File: src/stod_pkg.sv
// shared types and constants for the settable time-of-day clock
// no dependencies; imported by every module of the block

package stod_pkg;

   localparam int TPS_W   = 10;
   localparam int HOLD_W  = 8;
   localparam int HOUR_W  = 5;
   localparam int MIN_W   = 6;
   localparam int SEC_W   = 6;
   localparam int DCNT_W  = 3;
   localparam int DIGIT_W = 4;

   localparam int CSR_ADDR_W = 1;
   localparam int CSR_DATA_W = 10;
   localparam int REQ_DATA_W = 16;
   localparam int RSP_DATA_W = 24;

   // register indexes on the csr port
   localparam logic [CSR_ADDR_W-1:0] CSR_TICKS_PER_SECOND = 1'd0;
   localparam logic [CSR_ADDR_W-1:0] CSR_HOLD_TICKS       = 1'd1;

   localparam logic [TPS_W-1:0]  TPS_RESET  = 10'd10;
   localparam logic [HOLD_W-1:0] HOLD_RESET = 8'd31;

   localparam logic [HOUR_W-1:0] HOUR_RESET = 5'd12;
   localparam logic [HOUR_W-1:0] HOUR_LAST  = 5'd23;
   localparam logic [MIN_W-1:0]  MIN_LAST   = 6'd59;
   localparam logic [SEC_W-1:0]  SEC_LAST   = 6'd59;
   localparam logic [HOLD_W-1:0] HOLD_MAX   = 8'd255;
   localparam logic [DCNT_W-1:0] DIGITS_ALL = 3'd4;
   localparam logic [DIGIT_W-1:0] DIGIT_MAX = 4'd9;

   // digit positions while keying in HH:MM
   localparam logic [DCNT_W-1:0] POS_HOUR_TENS = 3'd1;
   localparam logic [DCNT_W-1:0] POS_HOUR_ONES = 3'd2;
   localparam logic [DCNT_W-1:0] POS_MIN_TENS  = 3'd3;

   typedef struct packed {
      logic               tick;
      logic               set_button;
      logic               confirm_button;
      logic               cancel_button;
      logic               key_valid;
      logic [DIGIT_W-1:0] key_digit;
   } item_type;

   typedef struct packed {
      logic [HOUR_W-1:0] hour;
      logic [MIN_W-1:0]  minute;
      logic [SEC_W-1:0]  second;
      logic [TPS_W-1:0]  subtick;
      logic [HOLD_W-1:0] hold_count;
      logic [HOUR_W-1:0] saved_hour;
      logic [MIN_W-1:0]  saved_minute;
      logic              entry_flag;
      logic              setting_flag;
      logic [DCNT_W-1:0] digit_count;
   } state_type;

   function automatic logic [HOUR_W-1:0] hour_inc(input logic [HOUR_W-1:0] h);
      hour_inc = (h == HOUR_LAST) ? '0 : h + 5'd1;
   endfunction

endpackage

File: src/stod_clock_adv.sv
// tick prescaler and seconds/minutes/hours ripple
// depends on stod_pkg

module stod_clock_adv
   import stod_pkg::*;
(
   input  state_type        state_cur,
   input  logic             tick,
   input  logic [TPS_W-1:0] ticks_per_second,
   output state_type        state_adv
);

   logic [TPS_W:0] sub_inc;

   always_comb begin
      state_adv = state_cur;
      sub_inc   = {1'b0, state_cur.subtick} + {{TPS_W{1'b0}}, 1'b1};
      if (tick) begin
         if (sub_inc >= {1'b0, ticks_per_second}) begin
            state_adv.subtick = '0;
            if (state_cur.second == SEC_LAST) begin
               state_adv.second = '0;
               if (state_cur.minute == MIN_LAST) begin
                  state_adv.minute = '0;
                  state_adv.hour   = hour_inc(state_cur.hour);
               end else begin
                  state_adv.minute = state_cur.minute + 6'd1;
               end
            end else begin
               state_adv.second = state_cur.second + 6'd1;
            end
         end else begin
            state_adv.subtick = sub_inc[TPS_W-1:0];
         end
      end
   end

endmodule

File: src/stod_entry.sv
// set-button hold detect and keypad time entry
// depends on stod_pkg

module stod_entry
   import stod_pkg::*;
(
   input  state_type         state_adv,
   input  item_type          item,
   input  logic [HOLD_W-1:0] hold_ticks,
   output state_type         state_nxt
);

   state_type         st;
   logic [DCNT_W-1:0] cnt_inc;
   logic [5:0]        hour_sum;
   logic [DIGIT_W-1:0] tens;
   logic [MIN_W-1:0]  min_tens;
   logic [MIN_W:0]    min_sum;
   logic              take;

   always_comb begin
      st       = state_adv;
      cnt_inc  = '0;
      hour_sum = '0;
      tens     = '0;
      min_tens = '0;
      min_sum  = '0;
      take     = 1'b0;

      // hold detect
      if (item.set_button) begin
         if (item.tick) begin
            if (st.hold_count != HOLD_MAX) begin
               st.hold_count = st.hold_count + 8'd1;
            end
            if (st.hold_count == hold_ticks) begin
               st.saved_hour   = st.hour;
               st.saved_minute = st.minute;
               st.entry_flag   = 1'b1;
               st.setting_flag = 1'b1;
               st.digit_count  = '0;
            end
         end
      end else begin
         st.hold_count = '0;
      end

      // keypad entry
      if (st.entry_flag) begin
         if (item.cancel_button) begin
            st.hour         = st.saved_hour;
            st.minute       = st.saved_minute;
            st.entry_flag   = 1'b0;
            st.setting_flag = 1'b0;
         end else if (st.digit_count == '0) begin
            st.hour   = '0;
            st.minute = '0;
         end

         take = st.entry_flag && item.key_valid && (item.key_digit <= DIGIT_MAX)
                && (st.digit_count < DIGITS_ALL);
         if (take) begin
            cnt_inc        = st.digit_count + 3'd1;
            st.digit_count = cnt_inc;
            case (cnt_inc)
               POS_HOUR_TENS: begin
                  st.hour = item.key_digit[0] ? 5'd10 : 5'd0;
               end
               POS_HOUR_ONES: begin
                  hour_sum = {1'b0, st.hour} + {2'b00, item.key_digit};
                  if (hour_sum >= 6'd24) begin
                     hour_sum = hour_sum - 6'd24;
                  end
                  st.hour = hour_sum[HOUR_W-1:0];
               end
               POS_MIN_TENS: begin
                  tens = item.key_digit;
                  // tens above six fold back and carry one hour
                  if (tens > 4'd6) begin
                     tens    = tens - 4'd6;
                     st.hour = hour_inc(st.hour);
                  end
                  min_tens = {2'b00, tens};
                  min_tens = (min_tens << 3) + (min_tens << 1);
                  // tens of six reads as sixty: wrap with an hour carry
                  if (min_tens == 6'd60) begin
                     min_tens = '0;
                     st.hour  = hour_inc(st.hour);
                  end
                  st.minute = min_tens;
               end
               default: begin
                  min_sum = {1'b0, st.minute} + {3'b000, item.key_digit};
                  if (min_sum >= 7'd60) begin
                     min_sum = min_sum - 7'd60;
                     st.hour = hour_inc(st.hour);
                  end
                  st.minute = min_sum[MIN_W-1:0];
               end
            endcase
         end

         if (item.confirm_button && (st.digit_count == DIGITS_ALL)) begin
            st.entry_flag   = 1'b0;
            st.setting_flag = 1'b0;
         end
      end

      state_nxt = st;
   end

endmodule

File: src/settable_time_of_day_clock.sv
// top level of the settable 24-hour time-of-day clock
// depends on stod_pkg, stod_clock_adv and stod_entry
//
//  channel   dir  ports                          payload
//  req       in   req_tvalid/req_tready/tdata    tick, buttons, keypad digit
//  rsp       out  rsp_tvalid/rsp_tready/tdata    hh:mm:ss, setting, entry, digits
//  csr       in   csr_we/csr_addr/csr_wdata      0 ticks_per_second, 1 hold_ticks
//
// one transaction per cycle sustained while rsp_tready holds high; a req goes
// through the input register, then the state update lands with the result register
// the rate rests on the state update loop: clock advance, hold detect and digit
// entry all read the state register and form its next value combinationally
// reset is synchronous, active high; the clock comes up at 12:00:00
// a stalled rsp holds the result and the state; req keeps flowing into the
// input register until it is full as well

module settable_time_of_day_clock
   import stod_pkg::*;
(
   input  logic                  clock,
   input  logic                  reset,

   input  logic                  req_tvalid,
   output logic                  req_tready,
   // [0] tick, [1] set_button, [2] confirm_button, [3] cancel_button,
   // [4] key_valid, [8:5] key_digit, [15:9] zero
   input  logic [REQ_DATA_W-1:0] req_tdata,

   output logic                  rsp_tvalid,
   input  logic                  rsp_tready,
   // [4:0] hours, [10:5] minutes, [16:11] seconds, [17] setting,
   // [18] entry_active, [21:19] digits_entered, [23:22] zero
   output logic [RSP_DATA_W-1:0] rsp_tdata,

   input  logic                  csr_we,
   input  logic [CSR_ADDR_W-1:0] csr_addr,
   input  logic [CSR_DATA_W-1:0] csr_wdata
);

   // configuration registers
   logic [TPS_W-1:0]  tps_ff;
   logic [HOLD_W-1:0] hold_ticks_ff;

   always_ff @(posedge clock) begin
      if (reset) begin
         tps_ff        <= TPS_RESET;
         hold_ticks_ff <= HOLD_RESET;
      end else if (csr_we) begin
         unique case (csr_addr)
            CSR_TICKS_PER_SECOND: tps_ff        <= csr_wdata[TPS_W-1:0];
            CSR_HOLD_TICKS:       hold_ticks_ff <= csr_wdata[HOLD_W-1:0];
            default: ;
         endcase
      end
   end

   // input register
   logic     in_valid_ff;
   item_type item_ff;
   logic     advance;
   logic     rsp_valid_ff;
   logic     load_in;

   // the update stage fires when an item waits and the result slot is free
   assign advance    = in_valid_ff && (!rsp_valid_ff || rsp_tready);
   assign req_tready = !in_valid_ff || advance;
   assign load_in    = req_tvalid && req_tready;

   always_ff @(posedge clock) begin
      if (reset) begin
         in_valid_ff <= 1'b0;
      end else if (req_tready) begin
         in_valid_ff <= req_tvalid;
      end
   end

   always_ff @(posedge clock) begin
      if (load_in) begin
         item_ff.tick           <= req_tdata[0];
         item_ff.set_button     <= req_tdata[1];
         item_ff.confirm_button <= req_tdata[2];
         item_ff.cancel_button  <= req_tdata[3];
         item_ff.key_valid      <= req_tdata[4];
         item_ff.key_digit      <= req_tdata[8:5];
      end
   end

   // clock state and its update
   state_type state_ff;
   state_type state_adv;
   state_type state_in;

   stod_clock_adv u_clock_adv (
      .state_cur        (state_ff),
      .tick             (item_ff.tick),
      .ticks_per_second (tps_ff),
      .state_adv        (state_adv)
   );

   stod_entry u_entry (
      .state_adv  (state_adv),
      .item       (item_ff),
      .hold_ticks (hold_ticks_ff),
      .state_nxt  (state_in)
   );

   always_ff @(posedge clock) begin
      if (reset) begin
         state_ff.hour         <= HOUR_RESET;
         state_ff.minute       <= '0;
         state_ff.second       <= '0;
         state_ff.subtick      <= '0;
         state_ff.hold_count   <= '0;
         state_ff.saved_hour   <= '0;
         state_ff.saved_minute <= '0;
         state_ff.entry_flag   <= 1'b0;
         state_ff.setting_flag <= 1'b0;
         state_ff.digit_count  <= '0;
      end else if (advance) begin
         state_ff <= state_in;
      end
   end

   // result register, loaded with the same update as the state
   logic [RSP_DATA_W-1:0] rsp_data_ff;

   always_ff @(posedge clock) begin
      if (reset) begin
         rsp_valid_ff <= 1'b0;
      end else if (advance) begin
         rsp_valid_ff <= 1'b1;
      end else if (rsp_tready) begin
         rsp_valid_ff <= 1'b0;
      end
   end

   always_ff @(posedge clock) begin
      if (advance) begin
         rsp_data_ff <= {2'b00, state_in.digit_count, state_in.entry_flag,
                         state_in.setting_flag, state_in.second,
                         state_in.minute, state_in.hour};
      end
   end

   assign rsp_tvalid = rsp_valid_ff;
   assign rsp_tdata  = rsp_data_ff;

   // checks on the update loop
   a_time_range: assert property (@(posedge clock) disable iff (reset)
      (state_ff.hour <= HOUR_LAST) && (state_ff.minute <= MIN_LAST)
      && (state_ff.second <= SEC_LAST))
      else $error("time of day out of range");

   a_digit_count: assert property (@(posedge clock) disable iff (reset)
      state_ff.digit_count <= DIGITS_ALL)
      else $error("digit count past four");

   a_flags_agree: assert property (@(posedge clock) disable iff (reset)
      rsp_tvalid |-> (rsp_tdata[17] == rsp_tdata[18]))
      else $error("setting and entry flags disagree");

   a_state_hold: assert property (@(posedge clock) disable iff (reset)
      !advance |=> $stable(state_ff))
      else $error("state changed without a transaction");

endmodule
File: config.mk
export PLATFORM = sky130hd
export DESIGN_NAME = settable_time_of_day_clock
export DESIGN_NICKNAME = d
export VERILOG_FILES = /design/src/stod_pkg.sv /design/src/stod_clock_adv.sv /design/src/stod_entry.sv /design/src/settable_time_of_day_clock.sv
export SDC_FILE = /design/constraint.sdc
export NUM_CORES = 1
export LEC_CHECK = 0
export BUFFER_PORTS_ARGS = -buffer_cell sky130_fd_sc_hd__buf_4
export CAP_MARGIN = 20
export CORE_ASPECT_RATIO = 0.8
export CORE_MARGIN = 8
export CORE_UTILIZATION = 65
export DETAILED_ROUTE_END_ITERATION = 10
export HOLD_SLACK_MARGIN = 0.05
export PLACE_DENSITY = 0.87
export SLEW_MARGIN = 25
export SYNTH_ARGS = -nofsm -noshare
export SYNTH_HDL_FRONTEND = slang
export SYNTH_SLANG_ARGS = --single-unit
export TNS_END_PERCENT = 30
File: constraint.sdc
create_clock -name clock -period 15.4 [get_ports clock]
set_input_delay 4.62 -clock clock [delete_from_list [all_inputs] [get_ports clock]]
set_output_delay 4.62 -clock clock [all_outputs]
set_load 0.05 [all_outputs]
==> results by group <==
Clocking
  • Number of clock buffers inserted by TritonCTS: 9
  • CTS clock-pin slew for the worst setup and hold paths: 0.07 ns
  • Setup fix buffers added after clock tree synthesis: 0
  • Cells resized by post-CTS repair: 0
  • TritonCTS clock tree: built
  • Clock latency at the later pin of the worst-skew pair: about 0.35 ns
  • Longest Clk Path Bufs: 2
  • CTS Hold Bufs: 0
  • Maximum level of the CTS H-tree: 3
  • CTS Root Cell: clkbuf_16
  • Clock Sink Count: just over 100

Power
  • Switching portion of total power: 0.271
  • Power share of the combinational group: 0.125
  • Total power: approximately 600 uW
  • Switching power: 165 uW
  • Power per unit of standard cell area: 77.6 nW/um^2
  • Clock share of power: 0.393
  • Cell internal pwr: about 440 uW
  • Reported leakage power: 3.06 nW
  • Sequential cell fraction of total power: 0.482
  • Worst IR drop on VDD: 58.3 uV

Place
  • Cell count after placement: ~1,000
  • Quantity of I/O buffers inserted on ports: 48
  • Gp weighted congestion: around 0.93
  • Placed wire-length estimate: 14,900 um
  • Pre-CTS WS: 5.53 ns
  • Area of placed instances: 7550 sq um

Global routing
  • Remaining Overflow, GRT: 0
  • Antenna violations before repair: 0
  • M2 GR Usage: 0.404
  • First-pass GRT wire length: approximately 31,000 um
  • Number of global-route vias before repair: 6,318
  • Most congested layer reported by global routing: met2
  • GRT Total Usage: 0.263
  • Grt met1 use: 0.359
  • Met3 capacity usage during global routing: 0.0694
  • Maximum number of pins on one net before global-route repair: 73

Yosys
  • Synth Instances: 867
  • Number of storage elements in the synthesis netlist: 102
  • EDFF count, synth: 31
  • Synth unique cells: 103
  • Predominant post-synthesis flop cell: dfxtp_1
  • Sequential cell area fraction in the yosys report: 0.328
  • Synthesis warning total: 0
  • Netlist area before placement: 7170 sq um
  • Share of synthesized registers carrying an async set or reset: 0
  • Post-synthesis average cell area: 8.27 sq um

STA
  • Endpoints failing hold: 0
  • Setup repair after global routing missed its margin: no
  • Fin. max-slew vios: 0
  • Transition time of the tightest slew-check pin: 0.961 ns
  • Final hold slack: 0.462 ns
  • Total setup violations reported at the end of the flow: 0
  • Largest clock skew in the final design: 0.00491 ns
  • Final setup slack of the worst path: 5.54 ns
  • Maximum clock rate: 101 MHz
  • Share of the cycle needed by the critical path after routing: 0.641
  • Tightest slew margin relative to the limit: 0.354
  • Minimum period implied by the final worst setup slack: 9.86 ns
  • Total negative setup slack: 0 ns

Critical path
  • Worst setup path class: primary input to primary output
  • Maximum fanout along the worst path: 4
  • Worst path arrival time: roughly 5.2 ns
  • Cell with the largest stage delay on the worst path: nor2b_1
  • Worst path required time: about 11 ns
  • Register-to-register setup slack: around 7.7 ns
  • Critical Path, Cell by Cell: buf_4 > nor2b_1 > nand2_1 > buf_4
  • Crit path largest cell delay: 0.21 ns
  • Endpoint class of the critical path: primary output
  • Dominant cell type by count on the critical path: buf_4
  • Startpoint type of the worst setup path: primary input

Layout
  • Proportion of layout cells with a drive suffix above 1: 0.122
  • Total non-filler cell area in the finished layout: 7870 sq um
  • Final cell utilization of the core: 0.728
  • Number of antenna repair diodes: 0
  • Area taken by multi-input logic gates: 4460 sq um
  • Layout Cells excl Fill: 1,036
  • Number of fillers in the final layout: between 800 and 900
  • Area growth syn-to-layout: 9.74%
  • Nets: 954
  • Sequential cell area: 2350 sq um

Route
  • Via/cell ratio: 6.73
  • Number of DRC markers in iteration 0: 813
  • Detailed-route wire length: 19,900 um
  • Wire per inst: 19.2 um
  • Antenna Nets Post-Route: 0
  • Number of detailed-routing iterations run before antenna repair: 5
  • Via count: 6,974
  • Residual DRC: 0

Floorplanning
  • Number of placement rows: 34
  • Die width: 133 um
  • Core box area: 10,800 sq um
  • DIE AREA: about 15,000 sq um
  • Number of ports placed on the die boundary: 58
  • Initial Utilization: 0.663
  • Die Y: between 100 and 150 um

Job
  • Max-capacitance violation count: 0

Run status
  • Run status: finished clean

Min path
  • Worst min path class: flip-flop to flip-flop
flip-flops by register name (all words and copies together) (netlist names):
| signal | flops |
|---|---|
| hold_ticks_ff | 8 |
| in_valid_ff | 1 |
| item_ff | 9 |
| rsp_tdata | 22 |
| rsp_tvalid | 1 |
| state_ff | 51 |
| tps_ff | 10 |
path summary, 6_finish.rpt:
check / startpoint / end / depth (start not counted)
worst max-delay path: rsp_tready / req_tready / 4
worst min-delay path: tps_ff[6] / tps_ff[6] / 2
worst max register to register: state_ff[16] / rsp_tdata[3] / 24
worst min register to register: tps_ff[6] / tps_ff[6] / 2
cells by family after synthesis:
family          Yosys count  synth area share
xor+xnor                 27            0.0340
mux                      17            0.0243
other cells               1          0.000523
compound gates          264             0.259
buf+inv                  85            0.0503
simple gates            336             0.240
flops                   102             0.328
fa+ha+maj                35            0.0642
metal layers:
layer	part of all wire	wire length, um
met4	0.019	369
met5	0	0
met2	0.44	8720
met3	0.097	1930
met1	0.45	8870
layout make-up:
type / count / share of cell area
clock buffers: 10 / 0.0304
clock inverters: 6 / 0.00970
inverters: 37 / 0.0177
multi-input cells: 681 / 0.567
flip-flops and latches: 102 / 0.299
well taps: 144 / 0.0229
repair buffers: 56 / 0.0535
worst max-delay path: cells and delay by family:
kind	cells	cell delay [ns]
AND/OR/NAND/NOR	2	0.32
buffers and inverters	2	0.31
cell usage in the layout (no fill, tap or decap), types with 4 or more instances in the layout:
cell / synthesis / final
buf_4: 4 / 56
or3_1: 4 / 4
mux2i_1: 14 / 14
nor2b_1: 9 / 9
xnor2_1: 15 / 15
a21oi_1: 75 / 75
a211oi_1: 13 / 13
and3_1: 12 / 12
nand2_1: 104 / 104
a211o_1: 9 / 9
nor3_1: 23 / 23
a31oi_1: 13 / 13
a22oi_1: 4 / 4
a21o_1: 14 / 14
and2_1: 10 / 10
nand3_1: 34 / 34
nand2b_1: 9 / 9
dfxtp_1: 71 / 71
clkbuf_16: 0 / 9
a311oi_1: 5 / 5
inv_1: 36 / 36
nor3b_1: 5 / 5
o21ai_1: 4 / 4
nand3b_1: 11 / 11
o31ai_1: 10 / 10
nand4_1: 10 / 10
o21ai_0: 41 / 41
ha_1: 32 / 32
nor2_1: 78 / 78
edfxtp_1: 31 / 31
xor2_1: 11 / 11
o41ai_1: 5 / 5
o211ai_1: 10 / 10
power by group through the flow:
stage	Combinational [mW]	Sequential, mW	Clock [mW]
floorplan	0.0468	0.304	0
global placement	0.0730	0.299	0
detailed placement	0.0751	0.300	0
CTS	0.0755	0.294	0.241
global route	0.0827	0.295	0.251
finish	0.0764	0.294	0.240
synthesized netlist by cell type, types with 11 or more instances:
library cell | count | area (sq um)
nand2_1 | 104 | 390
nor2_1 | 78 | 293
a21oi_1 | 75 | 375
dfxtp_1 | 71 | 1420
o21ai_0 | 41 | 205
inv_1 | 36 | 135
nand3_1 | 34 | 170
clkbuf_1 | 33 | 124
ha_1 | 32 | 400
edfxtp_1 | 31 | 931
nor3_1 | 23 | 115
xnor2_1 | 15 | 131
a21o_1 | 14 | 105
mux2i_1 | 14 | 140
a211oi_1 | 13 | 97.6
a31oi_1 | 13 | 81.3
and3_1 | 12 | 75.1
nand3b_1 | 11 | 82.6
xor2_1 | 11 | 96.3
(Power assumes the default switching activity.)
